--- src/rtl/weca_pkg.sv ---
// Package with payload types, widths and register indexes of the energy counter accumulator.
package weca_pkg;

  localparam int ENERGY_W       = 64;
  localparam int SOCKET_W       = 2;
  localparam int SIU_W          = 3;
  localparam int CFG_INDEX_W    = 3;
  localparam int NUM_RANGE_REGS = 4;

  typedef enum logic [CFG_INDEX_W-1:0] {
    CFG_RANGE_SOCKET0  = 3'd0,
    CFG_RANGE_SOCKET1  = 3'd1,
    CFG_RANGE_SOCKET2  = 3'd2,
    CFG_RANGE_SOCKET3  = 3'd3,
    CFG_SOCKETS_IN_USE = 3'd4,
    CFG_DRAM_ENABLED   = 3'd5
  } cfg_index_t;

  typedef struct packed {
    logic [SOCKET_W-1:0] socket;
    logic                dram_domain;
    logic [ENERGY_W-1:0] raw_energy;
    logic                end_of_snapshot;
  } weca_in_t;

  typedef struct packed {
    logic [ENERGY_W-1:0] package_total;
    logic [ENERGY_W-1:0] dram_energy_total;
  } weca_out_t;

endpackage

--- src/rtl/wrapping_energy_counter_accumulator.sv ---
// Top level of the wrap-aware energy counter accumulator.
// A snapshot result passes the stage 1, stage 2 and output registers before out_valid.
// Throughput: one request per cycle; input stalls only while a snapshot result reaches
//   the output register and the previous result there is still held by out_ready low.
// Reset (rst, synchronous): clears seen flags, sums, valids; resets config registers;
//   the per-channel RAMs are not cleared, the seen flags mask their contents.
module wrapping_energy_counter_accumulator #(
  parameter int SOCKETS = 4
) (
  input  logic                                clk,
  input  logic                                rst,
  input  logic                                in_valid,
  output logic                                in_ready,
  input  weca_pkg::weca_in_t                  in_data,
  output logic                                out_valid,
  input  logic                                out_ready,
  output weca_pkg::weca_out_t                 out_data,
  input  logic                                cfg_we,
  input  logic [weca_pkg::CFG_INDEX_W-1:0]    cfg_index,
  input  logic [weca_pkg::ENERGY_W-1:0]       cfg_data
);
  import weca_pkg::*;

  localparam int CHANNELS = 2 * SOCKETS;
  localparam int CH_W     = $clog2(CHANNELS);
  localparam logic [SIU_W-1:0] SOCKET_LIMIT = SIU_W'(SOCKETS);

  // configuration registers
  logic [ENERGY_W-1:0] range_reg [NUM_RANGE_REGS];
  logic [SIU_W-1:0]    sockets_in_use;
  logic                dram_enabled;

  always_ff @(posedge clk) begin
    if (rst) begin
      for (int i = 0; i < NUM_RANGE_REGS; i++) begin
        range_reg[i] <= '0;
      end
      sockets_in_use <= SIU_W'(1);
      dram_enabled   <= 1'b0;
    end else if (cfg_we) begin
      case (cfg_index)
        CFG_RANGE_SOCKET0:  range_reg[0]   <= cfg_data;
        CFG_RANGE_SOCKET1:  range_reg[1]   <= cfg_data;
        CFG_RANGE_SOCKET2:  range_reg[2]   <= cfg_data;
        CFG_RANGE_SOCKET3:  range_reg[3]   <= cfg_data;
        CFG_SOCKETS_IN_USE: sockets_in_use <= cfg_data[SIU_W-1:0];
        CFG_DRAM_ENABLED:   dram_enabled   <= cfg_data[0];
        default: ;
      endcase
    end
  end

  // pipeline control
  logic adv;
  logic in_take;

  // stage 0: channel decode, previous-raw read and write in the same cycle
  logic [CH_W-1:0]     in_ch;
  logic                in_hit;
  logic [ENERGY_W-1:0] in_range;
  logic [ENERGY_W-1:0] prev_rd;
  logic [CHANNELS-1:0] seen;

  assign in_take = in_valid && in_ready;
  assign in_ch   = CH_W'({in_data.socket, in_data.dram_domain});
  assign in_hit  = ({1'b0, in_data.socket} < sockets_in_use) &&
                   ({1'b0, in_data.socket} < SOCKET_LIMIT) &&
                   (!in_data.dram_domain || dram_enabled);
  // DRAM channels never unwrap
  assign in_range = in_data.dram_domain ? '0 : range_reg[in_data.socket];

  // read returns the value before this write, i.e. the previous raw of the channel
  weca_ram #(
    .WIDTH (ENERGY_W),
    .DEPTH (CHANNELS)
  ) u_prev_ram (
    .clk     (clk),
    .wr_en   (in_take && in_hit),
    .wr_addr (in_ch),
    .wr_data (in_data.raw_energy),
    .rd_en   (in_take),
    .rd_addr (in_ch),
    .rd_data (prev_rd)
  );

  always_ff @(posedge clk) begin
    if (rst) begin
      seen <= '0;
    end else if (in_take && in_hit) begin
      seen[in_ch] <= 1'b1;
    end
  end

  // stage 1: delta
  logic                s1_valid;
  logic                s1_hit;
  logic                s1_dram;
  logic                s1_eos;
  logic                s1_seen;
  logic [CH_W-1:0]     s1_ch;
  logic [ENERGY_W-1:0] s1_raw;
  logic [ENERGY_W-1:0] s1_range;

  always_ff @(posedge clk) begin
    if (rst) begin
      s1_valid <= 1'b0;
    end else if (adv) begin
      s1_valid <= in_take;
    end
  end

  always_ff @(posedge clk) begin
    if (adv) begin
      s1_hit   <= in_hit;
      s1_dram  <= in_data.dram_domain;
      s1_eos   <= in_data.end_of_snapshot;
      s1_seen  <= seen[in_ch];
      s1_ch    <= in_ch;
      s1_raw   <= in_data.raw_energy;
      s1_range <= in_range;
    end
  end

  logic [ENERGY_W-1:0] fwd_delta;
  logic [ENERGY_W-1:0] wrap_delta;
  logic                no_wrap;
  logic [ENERGY_W-1:0] s1_inc;

  assign fwd_delta  = s1_raw - prev_rd;
  assign wrap_delta = s1_range - prev_rd + s1_raw;
  assign no_wrap    = (s1_range == '0) || (prev_rd > s1_range);

  // first reading of a channel loads the raw value as total
  always_comb begin
    if (!s1_seen) begin
      s1_inc = s1_raw;
    end else if (s1_raw >= prev_rd) begin
      s1_inc = fwd_delta;
    end else if (no_wrap) begin
      s1_inc = '0;
    end else begin
      s1_inc = wrap_delta;
    end
  end

  // stage 2: total update and sums
  logic                s2_valid;
  logic                s2_hit;
  logic                s2_dram;
  logic                s2_eos;
  logic                s2_seen;
  logic [CH_W-1:0]     s2_ch;
  logic [ENERGY_W-1:0] s2_inc;
  logic [ENERGY_W-1:0] tot_rd;

  always_ff @(posedge clk) begin
    if (rst) begin
      s2_valid <= 1'b0;
    end else if (adv) begin
      s2_valid <= s1_valid;
    end
  end

  always_ff @(posedge clk) begin
    if (adv) begin
      s2_hit  <= s1_hit;
      s2_dram <= s1_dram;
      s2_eos  <= s1_eos;
      s2_seen <= s1_seen;
      s2_ch   <= s1_ch;
      s2_inc  <= s1_inc;
    end
  end

  logic                tot_we;
  logic [ENERGY_W-1:0] old_total;
  logic [ENERGY_W-1:0] new_total;
  logic                w_valid;
  logic [CH_W-1:0]     w_ch;
  logic [ENERGY_W-1:0] w_data;

  assign tot_we = adv && s2_valid && s2_hit;

  weca_ram #(
    .WIDTH (ENERGY_W),
    .DEPTH (CHANNELS)
  ) u_total_ram (
    .clk     (clk),
    .wr_en   (tot_we),
    .wr_addr (s2_ch),
    .wr_data (new_total),
    .rd_en   (adv),
    .rd_addr (s1_ch),
    .rd_data (tot_rd)
  );

  // the write from the previous step lands together with this item's read: bypass it
  assign old_total = (w_valid && (w_ch == s2_ch)) ? w_data : tot_rd;
  assign new_total = s2_seen ? (old_total + s2_inc) : s2_inc;

  always_ff @(posedge clk) begin
    if (rst) begin
      w_valid <= 1'b0;
    end else if (adv) begin
      w_valid <= tot_we;
    end
  end

  always_ff @(posedge clk) begin
    if (adv) begin
      w_ch   <= s2_ch;
      w_data <= new_total;
    end
  end

  logic [ENERGY_W-1:0] package_sum;
  logic [ENERGY_W-1:0] dram_sum;
  logic [ENERGY_W-1:0] package_sum_next;
  logic [ENERGY_W-1:0] dram_sum_next;

  assign package_sum_next = package_sum + ((s2_hit && !s2_dram) ? s2_inc : '0);
  assign dram_sum_next    = dram_sum + ((s2_hit && s2_dram) ? s2_inc : '0);

  always_ff @(posedge clk) begin
    if (rst) begin
      package_sum <= '0;
      dram_sum    <= '0;
    end else if (adv && s2_valid) begin
      package_sum <= package_sum_next;
      dram_sum    <= dram_sum_next;
    end
  end

  // output register; hold the pipeline only when a new result cannot enter it
  logic out_load;

  assign adv      = !(s2_valid && s2_eos && out_valid && !out_ready);
  assign in_ready = adv;
  assign out_load = adv && s2_valid && s2_eos;

  always_ff @(posedge clk) begin
    if (rst) begin
      out_valid <= 1'b0;
    end else if (out_load) begin
      out_valid <= 1'b1;
    end else if (out_ready) begin
      out_valid <= 1'b0;
    end
  end

  always_ff @(posedge clk) begin
    if (out_load) begin
      out_data.package_total     <= package_sum_next;
      out_data.dram_energy_total <= dram_sum_next;
    end
  end

endmodule

--- src/rtl/weca_ram.sv ---
// Generic single-write, single-read RAM with registered read data (read returns old data).
module weca_ram #(
  parameter int WIDTH = 64,
  parameter int DEPTH = 8
) (
  input  logic                     clk,
  input  logic                     wr_en,
  input  logic [$clog2(DEPTH)-1:0] wr_addr,
  input  logic [WIDTH-1:0]         wr_data,
  input  logic                     rd_en,
  input  logic [$clog2(DEPTH)-1:0] rd_addr,
  output logic [WIDTH-1:0]         rd_data
);

  logic [WIDTH-1:0] mem [DEPTH];

  always_ff @(posedge clk) begin
    if (wr_en) begin
      mem[wr_addr] <= wr_data;
    end
    if (rd_en) begin
      rd_data <= mem[rd_addr];
    end
  end

endmodule

--- config.mk ---
export PLATFORM = sky130hd
export DESIGN_NAME = wrapping_energy_counter_accumulator
export DESIGN_NICKNAME = d
export VERILOG_FILES = /design/src/rtl/weca_pkg.sv /design/src/rtl/wrapping_energy_counter_accumulator.sv /design/src/rtl/weca_ram.sv
export SDC_FILE = /design/constraint.sdc
export NUM_CORES = 2
export LEC_CHECK = 0
export BUFFER_PORTS_ARGS = -buffer_cell sky130_fd_sc_hd__buf_2
export CAP_MARGIN = 20
export CORE_ASPECT_RATIO = 2
export CORE_MARGIN = 5
export CORE_UTILIZATION = 54
export CTS_CLUSTER_DIAMETER = 80
export DETAILED_ROUTE_END_ITERATION = 10
export PLACE_DENSITY = 0.77
export SKIP_CTS_REPAIR_TIMING = 1
export SYNTH_ARGS = -nofsm -noshare
export SYNTH_HDL_FRONTEND = slang
export SYNTH_SLANG_ARGS = --single-unit
--- constraint.sdc ---
create_clock -name clk -period 31.2 [get_ports clk]
set_clock_uncertainty 0.1 [all_clocks]
set_input_delay 3.12 -clock clk [delete_from_list [all_inputs] [get_ports clk]]
set_output_delay 3.12 -clock clk [all_outputs]
set_load 0.1 [all_outputs]
* Yosys cells after proc, flatten, opt, wreduce, memory -nomap -nowiden *
Memory sizes are Yosys's and may differ from the RTL's. A register that Yosys moved wholly into a read port is not among the register bits.
Cells that the tools add are included.

storage, ports and cells
  flip-flop bits (word level) = 406
  latch bits = 0
  RAM bits = 768
  memory bits (read-only) = 0
  logic and storage cells = 99
  memories kept = 2

memory list
  name            words  width  rd ports  clocked after Yosys merged registers in  wr ports  RTL line                                   RTL
  u_prev_ram.mem  8      64     1         1                                        1         weca_ram.sv:15                             logic [WIDTH-1:0] mem [DEPTH];
  range_reg       4      64     1         1                                        4         wrapping_energy_counter_accumulator.sv:29  logic [ENERGY_W-1:0] range_reg [NUM_RANGE_REGS];

operators by class
  add/subtract/negate cells = 5
  $mul = 0
  divide/modulo/power cells = 0
  magnitude comparators = 5
  equality and inequality tests = 5
  shift operators = 0
  mux-type cells = 35
  bitwise logic cells = 5
  reductions and logical operators = 23

operator list
  cell                                                                           number
  64-bit 2-to-1 mux                                                              9
  64-bit adder                                                                   3
  64-bit subtractor                                                              2
  64-bit >= comparator                                                           1
  64-bit greater-than comparator                                                 1
  64-bit logical NOT                                                             1
  1-bit 2-to-1 mux                                                               24
  1-bit logical AND                                                              11
  8-bit OR                                                                       1
  3-bit by 2-bit equality test with 1-bit output (second input constant)         2
  3-bit equality test (second input constant)                                    2
  1-bit logical NOT                                                              5
  3-bit by 4-bit less-than comparator with 1-bit output (second input constant)  1
  1-bit OR                                                                       4
  2-bit AND reduction                                                            2
  1-bit binary-select mux with 3-bit select                                      1
  1-bit demux with 3-bit select                                                  1
  3-bit by 1-bit equality test with 1-bit output (second input constant)         1
  3-bit by 1-bit >= comparator with 1-bit output (second input constant)         1
  3-bit logical NOT                                                              1
  2-bit by 3-bit less-than comparator with 1-bit output                          1
  1-bit logical OR                                                               2
  2-bit nonzero test                                                             1

* Longest topological paths before layout *
  depth in word-level cells = 8
  gate-level depth with buffers = 17
  mapped depth without buffers = 17

* Modules after synthesis *
From an unflattened synthesis, not the netlist that was laid out.

unflattened totals
  cell total of the unflattened synthesis = 5,559
  area total of the unflattened synthesis = 68,364.3 um2

by module, submodules not included
  module                               instances  cells each  area an instance (um2)  seq. area each (um2)
  wrapping_energy_counter_accumulator  1          4,743       47,176.5                20,369.5
  weca_ram                             1          816         21,187.8                17,296.6

* Worst setup path before layout *
No wires, ideal clock.

  kind = input-to-reg
  from = input out_ready
  to = memory u_prev_ram.mem[3][0] (enable)
  setup time = 647 ps
  data arrival time = 15,373 ps
  required time = 30,453 ps
  slack = 15,081 ps
  stages = 4
  buffers on the path = 0
  path through = nor2b_1 nand3_1 nand2_1 nor4_1

on the way
  longest elaborated chain between the ends = 7

RTL lines
  item                                    RTL line                                    RTL
  start, declared                         wrapping_energy_counter_accumulator.sv:16   input logic out_ready,
  1-bit logical NOT                       wrapping_energy_counter_accumulator.sv:237  assign adv = !(s2_valid && s2_eos && out_valid && !out_ready);
  1-bit logical AND                       wrapping_energy_counter_accumulator.sv:237
  1-bit logical NOT                       wrapping_energy_counter_accumulator.sv:237
  via in_ready                            wrapping_energy_counter_accumulator.sv:13   output logic in_ready,
  1-bit logical AND                       wrapping_energy_counter_accumulator.sv:64   assign in_take = in_valid && in_ready;
  1-bit logical AND                       wrapping_energy_counter_accumulator.sv:78   .wr_en (in_take && in_hit),
  1-bit 2-to-1 mux                        weca_ram.sv:18                              if (wr_en) begin
  1-bit 2-to-1 mux (implied by the code)  weca_ram.sv:19                              mem[wr_addr] <= wr_data;
  end, declared                           weca_ram.sv:15

The timed path passes the listed nets, and every way through them passes these cells.

* Worst setup path in the final report *
  from = input out_ready
  to = output in_ready

on the way
  longest elaborated chain between the ends = 3

RTL lines
  item               RTL line
  1-bit logical NOT  wrapping_energy_counter_accumulator.sv:237
  1-bit logical AND  wrapping_energy_counter_accumulator.sv:237
  1-bit logical NOT  wrapping_energy_counter_accumulator.sv:237
  end, declared      wrapping_energy_counter_accumulator.sv:13

Every way passes these cells.

==> results.sh <==
export IMPL_outcome="complete, no violations"
export IMPL_num_io_pins=270
export IMPL_finalSetupViolCount=0
export IMPL_start_util=0.543
export IMPL_synth_area_leaders="edfxtp_1 (52%), ha_1 (6.0%), dfxtp_1 (4.3%), and2_1 (3.8%), a21oi_1 (3.4%)"
export IMPL_critPathCaptureType="primary output"
export IMPL_clockRootBuffer="clkbuf_16"
export IMPL_wirelength_mm=177
export IMPL_grt_max_degree=85
export IMPL_wire_per_inst_um=23.3
export IMPL_largest_reg_flops=512
export IMPL_fin_tns_setup_ns=0
export IMPL_period_share=0.257
export IMPL_rsz0062_at_grt="no"
export IMPL_p_leak_nw=28.3
export IMPL_ir_drop_mv=0.0585
export IMPL_synth_seq_cells=1302
export IMPL_worst_pin_slew_ns=1.12
export IMPL_power_density_nw_per_um2=55.3
export IMPL_drive_gt1_frac=0.109
export IMPL_grt_overflow=0
export IMPL_synth_nets=6225
export IMPL_critPathCapture="in_ready"
export IMPL_synthDistinctLibCells=89
export IMPL_finalNonFillerCells=7625
export IMPL_cp_required_ns=27.98
export IMPL_place_congestion=0.965
export IMPL_path_max_fanout=43
export IMPL_vias=46300
export IMPL_cts_tree="built"
export IMPL_fp_coreArea_um2=123000
export IMPL_cts_sinks=1302
export IMPL_fp_dieW_um=259
export IMPL_fmax_mhz=125
export IMPL_synth_common_cells="edfxtp_1 (1,159), a21oi_1 (459), nand2_1 (427), and2_1 (405), inv_1 (402)"
export IMPL_track_usage=0.261
export IMPL_drc_errors=0
export IMPL_std_cell_rows=182
export IMPL_synth_area_per_cell_um2=11.7
export IMPL_fp_dieH_um=508
export IMPL_place_area_um2=69800
export IMPL_min_path_type="flip-flop to flip-flop"
export IMPL_synth_most_common_cell="edfxtp_1"
export IMPL_die_area_um2=132000
export IMPL_cts_path_max_buffers=3
export IMPL_finalHoldViolCount=0
export IMPL_cts_buffers=108
export IMPL_synth_main_ff_cell="edfxtp_1"
export IMPL_grt_first_pass_wirelength_mm=267
export IMPL_cts_max_level=3
export IMPL_numPortBuffers=269
export IMPL_synth_top_cell_area_share=0.520
export IMPL_slew_headroom=0.247
export IMPL_antenna_found_initial=43
export IMPL_final_area_um2=73500
export IMPL_ant_nets=0
export IMPL_syn_cell_area_um2=67000
export IMPL_syn2layout_area_growth_pct=9.84
export IMPL_final_max_slew_viol_count=0
export IMPL_fin_crit_ns=8.01
export IMPL_synth_edf_count=1159
export IMPL_ff2ff_setup_slack_ns=25.49
export IMPL_nets=6377
export IMPL_worstSetupPathType="primary input to primary output"
export IMPL_grt_pass1_vias=46600
export IMPL_critPathLaunchType="primary input"
export IMPL_clkTransAtPathRegs_ns=0.06
export IMPL_worstSkewPairLatency_ns=0.75
export IMPL_first_pass_iters=7
export IMPL_synth_seq_area_share=0.563
export IMPL_ys_warn_count=0
export IMPL_synthArstFlopShare=0
export IMPL_yosys_area_top_type="edfxtp_1"
export IMPL_via_per_inst=6.07
export IMPL_total_power_mw=4.06
export IMPL_crit_start="out_ready"
export IMPL_cp_arrival_ns=4.79
export IMPL_r2r_start="u_prev_ram.rd_data[19]"
export IMPL_dp_hpwl_mm=127
export IMPL_syn_inst=5700
export IMPL_rr_worst_depth=14
export IMPL_drt_iter0_drc=3568
export IMPL_dpl_cell_count=7397
export IMPL_rr_endpoint="s2_inc[55]"
export IMPL_drv_cap=0
==> power by group <==
group	total, mW	switching, mW	internal [mW]
combinational	0.678	0.432	0.247
clock	1.39	0.646	0.739
sequential	2.00	0.0408	1.96
==> cells by family (layout without fill, tap and decap cells) <==
logic type,count (synthesis),count (layout),share of synthesized area
and+or+nand+nor,1567,1567,0.121
AOI/OAI and AO/OA,1435,1435,0.142
DFF,1302,1302,0.563
buffers and inverters,690,936,0.0390
adders and majority gates,385,385,0.0793
xor gates and xnor gates,241,241,0.0315
muxes,80,80,0.0240
other,0,23,0
==> final cells by class <==
class / instances / area (µm²)
fill: 9770 / 49700
sequential: 1302 / 37700
multi-input combinational: 3708 / 26800
clock buffer: 125 / 2840
tap: 1656 / 2070
timing repair buffer: 328 / 1790
inverter: 404 / 1520
clock inverter: 79 / 793
antenna: 23 / 57.6
==> worst max-delay path, stage by stage <==
cell and delay [ns]:
buf_2 0.13, nor2b_1 0.33, nand3_4 0.61, buf_2 0.54
==> per-layer routing <==
metal	vias to the layer above	global-route usage	share of wire
met4	30	0.134	0.057
met5	-	0	0.0010
met1	22500	0.305	0.36
met3	448	0.0396	0.071
met2	1904	0.467	0.51
li1	21400	-	-
==> worst min-delay path by stage <==
stage                     startpoint  endpoint  slack, ns  cells after the start
after floorplan              s1_dram   s2_dram       0.30                      0
after global placement        s1_hit    s2_hit       0.31                      0
after detailed placement      s1_hit    s2_hit       0.32                      0
after CTS                     s1_hit    s2_hit       0.33                      0
after global routing          s1_hit    s2_hit       0.33                      0
final                         s1_hit    s2_hit       0.33                      0
==> placed cells by master (no fill, tap or decap), types with 90 or more instances in the layout <==
master and count:
xnor2_1 156, and2_1 397, clkbuf_16 110, edfxtp_1 1159
a22oi_1 266, nor2_1 216, inv_1 400, and3_1 90
ha_1 319, dfxtp_1 143, o21ai_0 149, nand4_1 149
nand2_1 423, a21oi_1 459, buf_2 268, a21o_1 161
==> metrics by stage <==
| stage | hold slack (ns) | worst slack, ns | util |
|---|---|---|---|
| global placement | 0.306 | 23.19 | 0.567 |
| CTS | 0.331 | 23.16 | 0.596 |
| finish | 0.327 | 23.19 | 0.597 |
| detailed placement | 0.316 | 23.18 | 0.567 |
| global route | 0.335 | 23.08 | 0.597 |
| floorplan | 0.300 | 15.08 | - |
Note: power is estimated with default switching activity, not from simulation.
